[src/hdl/psi_pkg.sv]
`default_nettype none
// ----------------------------------------------------------------------------
// psi_pkg
// shared types and constants for the pipeline stall interlock
// ----------------------------------------------------------------------------
package psi_pkg;

  // register number width and the implicit stack pointer register
  localparam int unsigned REG_W = 4;
  localparam logic [REG_W-1:0] STACK_REG = 4'h4;

  // opcodes (upper nibble of the first instruction byte)
  localparam logic [3:0] OP_HALT   = 4'h0;
  localparam logic [3:0] OP_RRMOVL = 4'h2;
  localparam logic [3:0] OP_IRMOVL = 4'h3;
  localparam logic [3:0] OP_RMMOVL = 4'h4;
  localparam logic [3:0] OP_MRMOVL = 4'h5;
  localparam logic [3:0] OP_OPL    = 4'h6;
  localparam logic [3:0] OP_JXX    = 4'h7;
  localparam logic [3:0] OP_CALL   = 4'h8;
  localparam logic [3:0] OP_RET    = 4'h9;
  localparam logic [3:0] OP_PUSHL  = 4'hA;
  localparam logic [3:0] OP_POPL   = 4'hB;

  // configuration register indexes
  localparam int unsigned CFG_IDX_W  = 2;
  localparam int unsigned CFG_DATA_W = 4;
  localparam logic [CFG_IDX_W-1:0] CFG_STARTUP_TICKS  = 2'd0;
  localparam logic [CFG_IDX_W-1:0] CFG_JUMP_BUBBLES   = 2'd1;
  localparam logic [CFG_IDX_W-1:0] CFG_RETURN_BUBBLES = 2'd2;

  typedef enum logic [2:0] {
    CAUSE_NONE    = 3'd0,
    CAUSE_STARTUP = 3'd1,
    CAUSE_JUMP    = 3'd2,
    CAUSE_RETURN  = 3'd3,
    CAUSE_HAZARD  = 3'd4
  } cause_t;

  // one history slot: up to two destination registers
  typedef struct packed {
    logic             v1;
    logic [REG_W-1:0] r1;
    logic             v2;
    logic [REG_W-1:0] r2;
  } slot_t;

  localparam slot_t SLOT_EMPTY = '{v1: 1'b0, r1: '0, v2: 1'b0, r2: '0};

  // source registers the current instruction could read
  typedef struct packed {
    logic [REG_W-1:0] ra;
    logic [REG_W-1:0] rb;
  } query_t;

  // match flags per source
  typedef struct packed {
    logic ra;
    logic rb;
    logic sp;
  } hit_t;

endpackage
`default_nettype wire

[src/hdl/psi_if.sv]
`default_nettype none
// ----------------------------------------------------------------------------
// psi_in_if / psi_out_if
// valid/ready channels for instruction ticks and stall decisions
// ----------------------------------------------------------------------------
interface psi_in_if;
  logic       valid;
  logic       ready;
  logic [7:0] instr_byte;
  logic [7:0] reg_byte;
  logic       fetch_ok;

  modport source (output valid, instr_byte, reg_byte, fetch_ok, input ready);
  modport sink   (input valid, instr_byte, reg_byte, fetch_ok, output ready);
endinterface

interface psi_out_if;
  logic       valid;
  logic       ready;
  logic       proceed;
  logic [2:0] stall_cause;

  modport source (output valid, proceed, stall_cause, input ready);
  modport sink   (input valid, proceed, stall_cause, output ready);
endinterface
`default_nettype wire

[src/hdl/psi_cell.sv]
`default_nettype none
// ----------------------------------------------------------------------------
// psi_cell
// one history slot: holds two destination entries, matches sources, shifts on
// ----------------------------------------------------------------------------
module psi_cell (
  input  wire logic           clk,
  input  wire logic           rst_n,
  input  wire logic           shift_en,
  input  wire psi_pkg::slot_t slot_in,
  input  wire psi_pkg::query_t query,
  output psi_pkg::slot_t      slot_out,
  output psi_pkg::hit_t       hit
);
  import psi_pkg::*;

  slot_t slot_r;

  // valid bits reset, register numbers do not need to
  always_ff @(posedge clk) begin
    if (!rst_n) begin
      slot_r.v1 <= 1'b0;
      slot_r.v2 <= 1'b0;
    end else if (shift_en) begin
      slot_r <= slot_in;
    end
  end

  always_comb begin
    hit.ra = (slot_r.v1 && slot_r.r1 == query.ra) || (slot_r.v2 && slot_r.r2 == query.ra);
    hit.rb = (slot_r.v1 && slot_r.r1 == query.rb) || (slot_r.v2 && slot_r.r2 == query.rb);
    hit.sp = (slot_r.v1 && slot_r.r1 == STACK_REG) || (slot_r.v2 && slot_r.r2 == STACK_REG);
  end

  assign slot_out = slot_r;

endmodule
`default_nettype wire

[src/hdl/pipeline_stall_interlock.sv]
// a decision appears on the out channel in the cycle after its tick transfers
// throughput: one tick per cycle; the input stays ready while the output register
//   is empty or being drained in the same cycle
// reset (rst_n low, synchronous): output register empty, history all empty,
//   startup counter, bubble timer and control stall flag cleared, config registers
//   back to startup 4, jump 2, return 3
`default_nettype none
// ----------------------------------------------------------------------------
// pipeline_stall_interlock
// stall/proceed decision per pipeline tick with a chain of history cells
// ----------------------------------------------------------------------------
module pipeline_stall_interlock #(
  parameter int unsigned HISTORY_DEPTH = 3
) (
  input  wire logic                              clk,
  input  wire logic                              rst_n,
  psi_in_if.sink                                 in_ch,
  psi_out_if.source                              out_ch,
  input  wire logic                              cfg_we,
  input  wire logic [psi_pkg::CFG_IDX_W-1:0]     cfg_index,
  input  wire logic [psi_pkg::CFG_DATA_W-1:0]    cfg_wdata
);
  import psi_pkg::*;

  // configuration registers
  logic [3:0] startup_ticks_r;
  logic [2:0] jump_bubbles_r;
  logic [2:0] return_bubbles_r;

  // control state
  logic [3:0] tick_cnt_r,  tick_cnt_nxt;
  logic [2:0] timer_r,     timer_nxt;
  logic       ctl_stall_r, ctl_stall_nxt;

  // output register
  logic       out_valid_r;
  logic       out_proceed_r, out_proceed_nxt;
  cause_t     out_cause_r,   out_cause_nxt;

  logic       in_xfer;
  logic       in_startup;
  logic [3:0] op;
  logic [3:0] ra, rb;
  logic       rd_ra, rd_rb, rd_sp;
  logic       is_ctl;
  logic       hazard;
  logic [2:0] load;
  slot_t      new_slot;
  slot_t      shift_slot;
  logic       shift_en;
  query_t     query;
  hit_t       hit_any;

  slot_t      slot_q [HISTORY_DEPTH];
  hit_t       hit_q  [HISTORY_DEPTH];

  // handshake: output register is a single stage that can be drained and
  // refilled in the same cycle
  assign in_ch.ready = !out_valid_r || out_ch.ready;
  assign in_xfer     = in_ch.valid && in_ch.ready;

  // ---------------------------------------------------------------------------
  // configuration writes
  // ---------------------------------------------------------------------------
  always_ff @(posedge clk) begin
    if (!rst_n) begin
      startup_ticks_r  <= 4'd4;
      jump_bubbles_r   <= 3'd2;
      return_bubbles_r <= 3'd3;
    end else if (cfg_we) begin
      case (cfg_index)
        CFG_STARTUP_TICKS:  startup_ticks_r  <= cfg_wdata[3:0];
        CFG_JUMP_BUBBLES:   jump_bubbles_r   <= cfg_wdata[2:0];
        CFG_RETURN_BUBBLES: return_bubbles_r <= cfg_wdata[2:0];
        default: ;  // unmapped index, write dropped
      endcase
    end
  end

  // ---------------------------------------------------------------------------
  // decode: a failed fetch looks like an instruction with no register use
  // ---------------------------------------------------------------------------
  assign in_startup = tick_cnt_r < startup_ticks_r;
  assign op         = in_ch.fetch_ok ? in_ch.instr_byte[7:4] : OP_HALT;
  assign ra         = in_ch.reg_byte[7:4];
  assign rb         = in_ch.reg_byte[3:0];
  assign is_ctl     = (op == OP_JXX) || (op == OP_RET);
  assign load       = (op == OP_JXX) ? jump_bubbles_r : return_bubbles_r;

  // source registers read and destination slot written, per opcode
  always_comb begin
    rd_ra    = 1'b0;
    rd_rb    = 1'b0;
    rd_sp    = 1'b0;
    new_slot = SLOT_EMPTY;
    case (op)
      OP_RRMOVL: begin
        rd_ra = 1'b1;
        new_slot.v1 = 1'b1;
        new_slot.r1 = rb;
      end
      OP_IRMOVL: begin
        new_slot.v1 = 1'b1;
        new_slot.r1 = rb;
      end
      OP_RMMOVL: begin
        rd_ra = 1'b1;
      end
      OP_MRMOVL: begin
        rd_rb = 1'b1;
        new_slot.v1 = 1'b1;
        new_slot.r1 = ra;
      end
      OP_OPL: begin
        rd_ra = 1'b1;
        rd_rb = 1'b1;
        new_slot.v1 = 1'b1;
        new_slot.r1 = rb;
      end
      OP_CALL: begin
        rd_sp = 1'b1;
        new_slot.v1 = 1'b1;
        new_slot.r1 = STACK_REG;
      end
      OP_PUSHL: begin
        rd_ra = 1'b1;
        rd_sp = 1'b1;
        new_slot.v1 = 1'b1;
        new_slot.r1 = STACK_REG;
      end
      OP_POPL: begin
        rd_sp = 1'b1;
        new_slot.v1 = 1'b1;
        new_slot.r1 = ra;
        new_slot.v2 = 1'b1;
        new_slot.r2 = STACK_REG;
      end
      default: ;  // no register use (return writes nothing either)
    endcase
  end

  // ---------------------------------------------------------------------------
  // history chain: newest slot enters cell 0, every post-startup tick shifts
  // the row by one; the oldest slot falls off the end
  // ---------------------------------------------------------------------------
  assign query.ra = ra;
  assign query.rb = rb;
  assign shift_en = in_xfer && !in_startup;

  genvar g;
  generate
    for (g = 0; g < HISTORY_DEPTH; g++) begin : g_cell
      if (g == 0) begin : g_head
        psi_cell u_cell (
          .clk      (clk),
          .rst_n    (rst_n),
          .shift_en (shift_en),
          .slot_in  (shift_slot),
          .query    (query),
          .slot_out (slot_q[g]),
          .hit      (hit_q[g])
        );
      end else begin : g_body
        psi_cell u_cell (
          .clk      (clk),
          .rst_n    (rst_n),
          .shift_en (shift_en),
          .slot_in  (slot_q[g-1]),
          .query    (query),
          .slot_out (slot_q[g]),
          .hit      (hit_q[g])
        );
      end
    end
  endgenerate

  // combine per-cell matches
  always_comb begin
    hit_any = '0;
    for (int i = 0; i < HISTORY_DEPTH; i++) begin
      hit_any = hit_any | hit_q[i];
    end
  end

  assign hazard = (rd_ra && hit_any.ra) || (rd_rb && hit_any.rb) || (rd_sp && hit_any.sp);

  // bubble on control ops and data hazards, else the instruction's destinations
  assign shift_slot = (is_ctl || hazard) ? SLOT_EMPTY : new_slot;

  // ---------------------------------------------------------------------------
  // decision and control state next values
  // ---------------------------------------------------------------------------
  always_comb begin
    tick_cnt_nxt    = tick_cnt_r;
    timer_nxt       = timer_r;
    ctl_stall_nxt   = ctl_stall_r;
    out_proceed_nxt = 1'b1;
    out_cause_nxt   = CAUSE_NONE;
    if (in_startup) begin
      // pipeline still filling, nothing else changes
      tick_cnt_nxt    = tick_cnt_r + 4'd1;
      out_proceed_nxt = 1'b0;
      out_cause_nxt   = CAUSE_STARTUP;
    end else if (is_ctl) begin
      if (!ctl_stall_r) begin
        timer_nxt       = load;
        ctl_stall_nxt   = 1'b1;
        out_proceed_nxt = 1'b0;
      end else if (timer_r != 3'd1) begin
        // a zero load wraps to seven here
        timer_nxt       = timer_r - 3'd1;
        out_proceed_nxt = 1'b0;
      end else begin
        timer_nxt       = 3'd0;
        ctl_stall_nxt   = 1'b0;
        out_proceed_nxt = 1'b1;
      end
      if (!out_proceed_nxt) begin
        out_cause_nxt = (op == OP_JXX) ? CAUSE_JUMP : CAUSE_RETURN;
      end
    end else if (hazard) begin
      out_proceed_nxt = 1'b0;
      out_cause_nxt   = CAUSE_HAZARD;
    end
  end

  // control state advances only on an input transfer
  always_ff @(posedge clk) begin
    if (!rst_n) begin
      tick_cnt_r  <= '0;
      timer_r     <= '0;
      ctl_stall_r <= 1'b0;
    end else if (in_xfer) begin
      tick_cnt_r  <= tick_cnt_nxt;
      timer_r     <= timer_nxt;
      ctl_stall_r <= ctl_stall_nxt;
    end
  end

  // ---------------------------------------------------------------------------
  // output register
  // ---------------------------------------------------------------------------
  always_ff @(posedge clk) begin
    if (!rst_n) begin
      out_valid_r <= 1'b0;
    end else if (in_xfer) begin
      out_valid_r <= 1'b1;
    end else if (out_ch.ready) begin
      out_valid_r <= 1'b0;
    end
  end

  always_ff @(posedge clk) begin
    if (in_xfer) begin
      out_proceed_r <= out_proceed_nxt;
      out_cause_r   <= out_cause_nxt;
    end
  end

  assign out_ch.valid       = out_valid_r;
  assign out_ch.proceed     = out_proceed_r;
  assign out_ch.stall_cause = out_cause_r;

endmodule
`default_nettype wire

[src/flat_wrapper.sv]
// flat-port wrapper written by rule: the top's interface ports become plain ports
module pipeline_stall_interlock_flat import psi_pkg::*;
#(
  parameter int unsigned HISTORY_DEPTH = 3
)
  (clk, rst_n, cfg_we, cfg_index, cfg_wdata, in_ch_valid, in_ch_instr_byte, in_ch_reg_byte, in_ch_fetch_ok, in_ch_ready, out_ch_valid, out_ch_proceed, out_ch_stall_cause, out_ch_ready);
  psi_in_if in_ch_i ();
  psi_out_if out_ch_i ();
  input  wire logic clk;
  input  wire logic rst_n;
  input  wire logic cfg_we;
  input  wire logic [psi_pkg::CFG_IDX_W-1:0] cfg_index;
  input  wire logic [psi_pkg::CFG_DATA_W-1:0] cfg_wdata;
  input wire logic [$bits(in_ch_i.valid)-1:0] in_ch_valid;
  input wire logic [$bits(in_ch_i.instr_byte)-1:0] in_ch_instr_byte;
  input wire logic [$bits(in_ch_i.reg_byte)-1:0] in_ch_reg_byte;
  input wire logic [$bits(in_ch_i.fetch_ok)-1:0] in_ch_fetch_ok;
  output wire logic [$bits(in_ch_i.ready)-1:0] in_ch_ready;
  output wire logic [$bits(out_ch_i.valid)-1:0] out_ch_valid;
  output wire logic [$bits(out_ch_i.proceed)-1:0] out_ch_proceed;
  output wire logic [$bits(out_ch_i.stall_cause)-1:0] out_ch_stall_cause;
  input wire logic [$bits(out_ch_i.ready)-1:0] out_ch_ready;
  assign in_ch_i.valid = in_ch_valid;
  assign in_ch_i.instr_byte = in_ch_instr_byte;
  assign in_ch_i.reg_byte = in_ch_reg_byte;
  assign in_ch_i.fetch_ok = in_ch_fetch_ok;
  assign in_ch_ready = in_ch_i.ready;
  assign out_ch_valid = out_ch_i.valid;
  assign out_ch_proceed = out_ch_i.proceed;
  assign out_ch_stall_cause = out_ch_i.stall_cause;
  assign out_ch_i.ready = out_ch_ready;
  pipeline_stall_interlock #(.HISTORY_DEPTH(HISTORY_DEPTH)) u_core (.clk(clk), .rst_n(rst_n), .in_ch(in_ch_i), .out_ch(out_ch_i), .cfg_we(cfg_we), .cfg_index(cfg_index), .cfg_wdata(cfg_wdata));
endmodule
[config.mk]
export PLATFORM = sky130hd
export DESIGN_NAME = pipeline_stall_interlock_flat
export DESIGN_NICKNAME = d
export VERILOG_FILES = /design/src/hdl/psi_pkg.sv /design/src/hdl/psi_if.sv /design/src/hdl/psi_cell.sv /design/src/hdl/pipeline_stall_interlock.sv /design/src/flat_wrapper.sv
export SDC_FILE = /design/constraint.sdc
export NUM_CORES = 1
export LEC_CHECK = 0
export ABC_AREA = 1
export BUFFER_PORTS_ARGS = -buffer_cell sky130_fd_sc_hd__buf_2
export CAP_MARGIN = 30
export CELL_PAD_IN_SITES_DETAIL_PLACEMENT = 0
export CELL_PAD_IN_SITES_GLOBAL_PLACEMENT = 1
export CORE_MARGIN = 3
export CORE_UTILIZATION = 45
export CTS_CLUSTER_DIAMETER = 60
export DETAILED_ROUTE_END_ITERATION = 7
export HOLD_SLACK_MARGIN = 0.02
export PLACE_DENSITY_LB_ADDON = 0.1
export SLEW_MARGIN = 20
export SYNTH_ARGS = -nofsm -noshare
export SYNTH_HDL_FRONTEND = slang
export SYNTH_SLANG_ARGS = --single-unit
export TNS_END_PERCENT = 10
[constraint.sdc]
create_clock -name clk -period 4.9 [get_ports clk]
set_clock_uncertainty 0.15 [all_clocks]
set_input_delay 0.245 -clock clk [delete_from_list [all_inputs] [get_ports clk]]
set_output_delay 0.245 -clock clk [all_outputs]
set_load 0.02 [all_outputs]
==> summary.txt <==
Die
  • Chip Height: 81.02 µm
  • Die width: 81.02 µm
  • Row Count: 26
  • Die area: 6563 µm²
  • IO Pins: 34
  • Initial Util: 48.05%
  • Core area: 5270 µm²

Timing
  • Tcrit/Tclk final: 41.20%
  • Hold Vio Cnt, Final: 0
  • Fin crit period: 2.019 ns
  • Setup TNS: 0 ns
  • Max Clk Rate: 495.4 MHz
  • Slew headroom: 70.54%
  • Slew @ Worst Pin: 0.4385 ns
  • RSZ-0062 raised after global routing: no
  • Max Slew Vio Count: 0
  • Hold slack: 0.05863 ns
  • Final setup fails: 0

Power and ir drop
  • Sw Ratio: 23.44%
  • Register share of total power: 50.4%
  • Logic pwr share: 11.1%
  • Pwr/cell area: 275.5 nW/µm²
  • Clock network fraction of design power: 38.5%
  • Overall power: 0.0007936 W
  • Int Power: 0.0006076 W
  • Switch Pwr: 0.0001860 W
  • Leak: 1.308 nW
  • Maximum VDD drop: 0.1626 mV

Placement
  • Routability cong.: 0.8715
  • Dpl hpwl: 4344 µm
  • Port bufs: 29

Global routing
  • Initial antenna violation count: 0
  • GRT Util Overall: 18.46%
  • Vias in the first global route: 2045
  • Global-route met2 utilization: 33.74%
  • Global route hottest layer: met2
  • Met1 Usage GRT: 22.07%
  • Largest net degree at the start of global routing: 23
  • First-pass GRT wire length: 9315 µm
  • Overflow after GRT: 0
  • Met3 usage: 3.548%

CTS
  • CTS tree: yes
  • Clock Path Buffers: 2
  • Clk sinks: 44
  • Worst-Skew Late Latency: 0.29 ns
  • Post-CTS Repair Setup Buffers: 0
  • Hold_buf cts: 0
  • Total CTS buffers: 5
  • Clock transition at path regs: 0.08 ns
  • H-tree levels: 2
  • Clock Root Buffer: clkbuf_8
  • Resized cells post-CTS: 0

Flow run
  • Max-cap viol count: 0

Logic synthesis
  • Sequential share of the synthesized area: 42.29%
  • Avg Inst Size Synth: 7.256 µm²
  • Top FF cell, synth: dfxtp_1
  • Mapped Cells: 349
  • Synth warn: 0
  • Syn_nets: 383
  • Post-Syn Area: 2532 µm²
  • Ys async rst share: 0%
  • Synth cell types: 29
  • Post-synth EDFFs: 19
  • Yosys reg bits: 44

Finish
  • Area Overhead vs Synth: 13.74%
  • Core Util, Final: 54.65%
  • Nets: 416
  • Ant diodes: 0
  • Share of layout cells above drive strength 1: 16.19%

Detailed routing
  • Total number of vias: 2221
  • Number of DRC markers in iteration 0: 93
  • Drt total wl: 5500 µm
  • Post-DR vias/cell: 4.903
  • First-pass DRT Iterations: 4
  • DRC viols: 0
  • Wire per inst: 12.14 µm
  • Post-route ant nets: 0

Outcome
  • Outcome: complete, no violations

Hold path
  • Hold Crit Class: input pin to register

Worst setup path
  • Setup CP Type: register to register
  • Req. time, crit path: 4.74 ns
  • Worst Setup End Kind: register
  • Worst EP arrival: 1.86 ns
  • Critical Path Start Type: register
  • Max FO, Critical Path: 15
## layout by cell type, fill, tap and decap left out, types with 2 or more instances in the layout
| cell | synthesis | layout |
|---|---|---|
| clkbuf_8 | 0 | 5 |
| xnor2_1 | 7 | 7 |
| edfxtp_1 | 19 | 19 |
| o22ai_1 | 3 | 3 |
| nand3_1 | 17 | 17 |
| nand4_1 | 7 | 7 |
| nor2_1 | 49 | 49 |
| a21boi_1 | 2 | 2 |
| inv_1 | 42 | 42 |
| nor2_4 | 2 | 2 |
| buf_2 | 1 | 29 |
| inv_2 | 13 | 13 |
| dfxtp_1 | 25 | 25 |
| o21ai_0 | 19 | 19 |
| o21ai_1 | 7 | 7 |
| a21oi_1 | 17 | 17 |
| ha_1 | 6 | 6 |
| a21oi_2 | 5 | 5 |
| nand2_1 | 85 | 85 |
| o211ai_1 | 3 | 3 |
| nor3_1 | 10 | 10 |
## stage by stage
step / cells / setup WS, ns / cell area [µm²]
floorplan: 349 / 2.622 / 2532
global placement: 445 / 2.901 / 2753
detailed placement: 445 / 2.864 / 2753
CTS: 453 / 2.848 / 2880
global route: 453 / 2.658 / 2880
finish: 453 / 2.881 / 2880
## per-layer routing
layer	vias to the layer above	share of wire, %
met5	-	0
met4	0	0.84
met3	4	2.8
met2	28	53
met1	996	43
li1	1193	-
## cell type report
class,count,area [µm²]
Fill cell,545,2390
Multi-Input combinational cell,246,1235
Sequential cell,44,1071
Clock buffer,7,97.59
Tap cell,70,87.58
Clock inverter,1,30.03
Inverter,55,206.4
Timing Repair Buffer,30,152.6
## final timing paths
path	endpoint	start	cells after the start	slack, ns
worst min-delay path	u_core.return_bubbles_r[1]$_SDFFE_PN1P_	cfg_wdata[1]	3	0.06
worst max register to register	u_core.g_cell[1].g_body.u_cell.slot_out[8]$_DFFE_PP_	u_core.tick_cnt_r[1]$_SDFFE_PN0P_	7	2.88
worst max-delay path	u_core.g_cell[1].g_body.u_cell.slot_out[8]$_DFFE_PP_	u_core.tick_cnt_r[1]$_SDFFE_PN0P_	7	2.88
worst min register to register	u_core.startup_ticks_r[3]$_SDFFE_PN0P_	u_core.startup_ticks_r[3]$_SDFFE_PN0P_	2	0.31
## worst max-delay path: stages, from the launching register on
cell      delay, ns
dfxtp_1        0.35
ha_1           0.28
a21boi_1       0.15
o211ai_1       0.09
nand2_1        0.12
nand2_1        0.20
nor2_1         0.14
buf_4          0.25
## logic make-up (layout without fill, tap and decap cells)
family,count (synthesis),in the layout,share of synthesized area [%]
AO/OA/AOI/OAI,58,58,13.24
XOR/XNOR,8,8,2.767
adder cells (fa/ha/maj),6,6,2.964
buffers and inverters,59,93,8.943
flip-flops,44,44,42.29
AND/OR/NAND/NOR,174,174,29.79
## flip-flops by register name, indices dropped and copies added, names as in the netlist
| register | cells |
|---|---|
| u_core.g_cell.g_body.u_cell.slot_out | 14 |
| u_core.startup_ticks_r | 4 |
| u_core.out_ch.proceed | 1 |
| u_core.return_bubbles_r | 3 |
| u_core.jump_bubbles_r | 3 |
| u_core.tick_cnt_r | 4 |
| u_core.timer_r | 3 |
| u_core.ctl_stall_r | 1 |
| u_core.g_cell.g_head.u_cell.slot_out | 7 |
| u_core.out_ch.stall_cause | 3 |
| u_core.out_ch.valid | 1 |
## cells in the mapped netlist, types with 5 or more instances
cell,instances,area share (%)
o21ai_1,7,1.4
edfxtp_1,19,23
o21ai_0,19,3.8
inv_1,42,6.2
nor2_1,49,7.3
a21oi_2,5,1.7
inv_2,13,1.9
nand4_1,7,1.7
nand2_1,85,13
a21oi_1,17,3.4
dfxtp_1,25,20
ha_1,6,3.0
xnor2_1,7,2.4
nand3_1,17,3.4
nor3_1,10,2.0
## power by group through the flow
stage / Clock [W] / Sequential (W) / Combinational (W)
5_1_grt: 0.000327 / 0.000402 / 0.000100
3_3_place_gp: 0 / 0.000409 / 0.0000875
4_1_cts: 0.000310 / 0.000400 / 0.0000890
2_1_floorplan: 0 / 0.000410 / 0.0000559
3_5_place_dp: 0 / 0.000409 / 0.0000886
6_report: 0.000305 / 0.000400 / 0.0000880
Note: power is estimated with default switching activity, not from simulation.
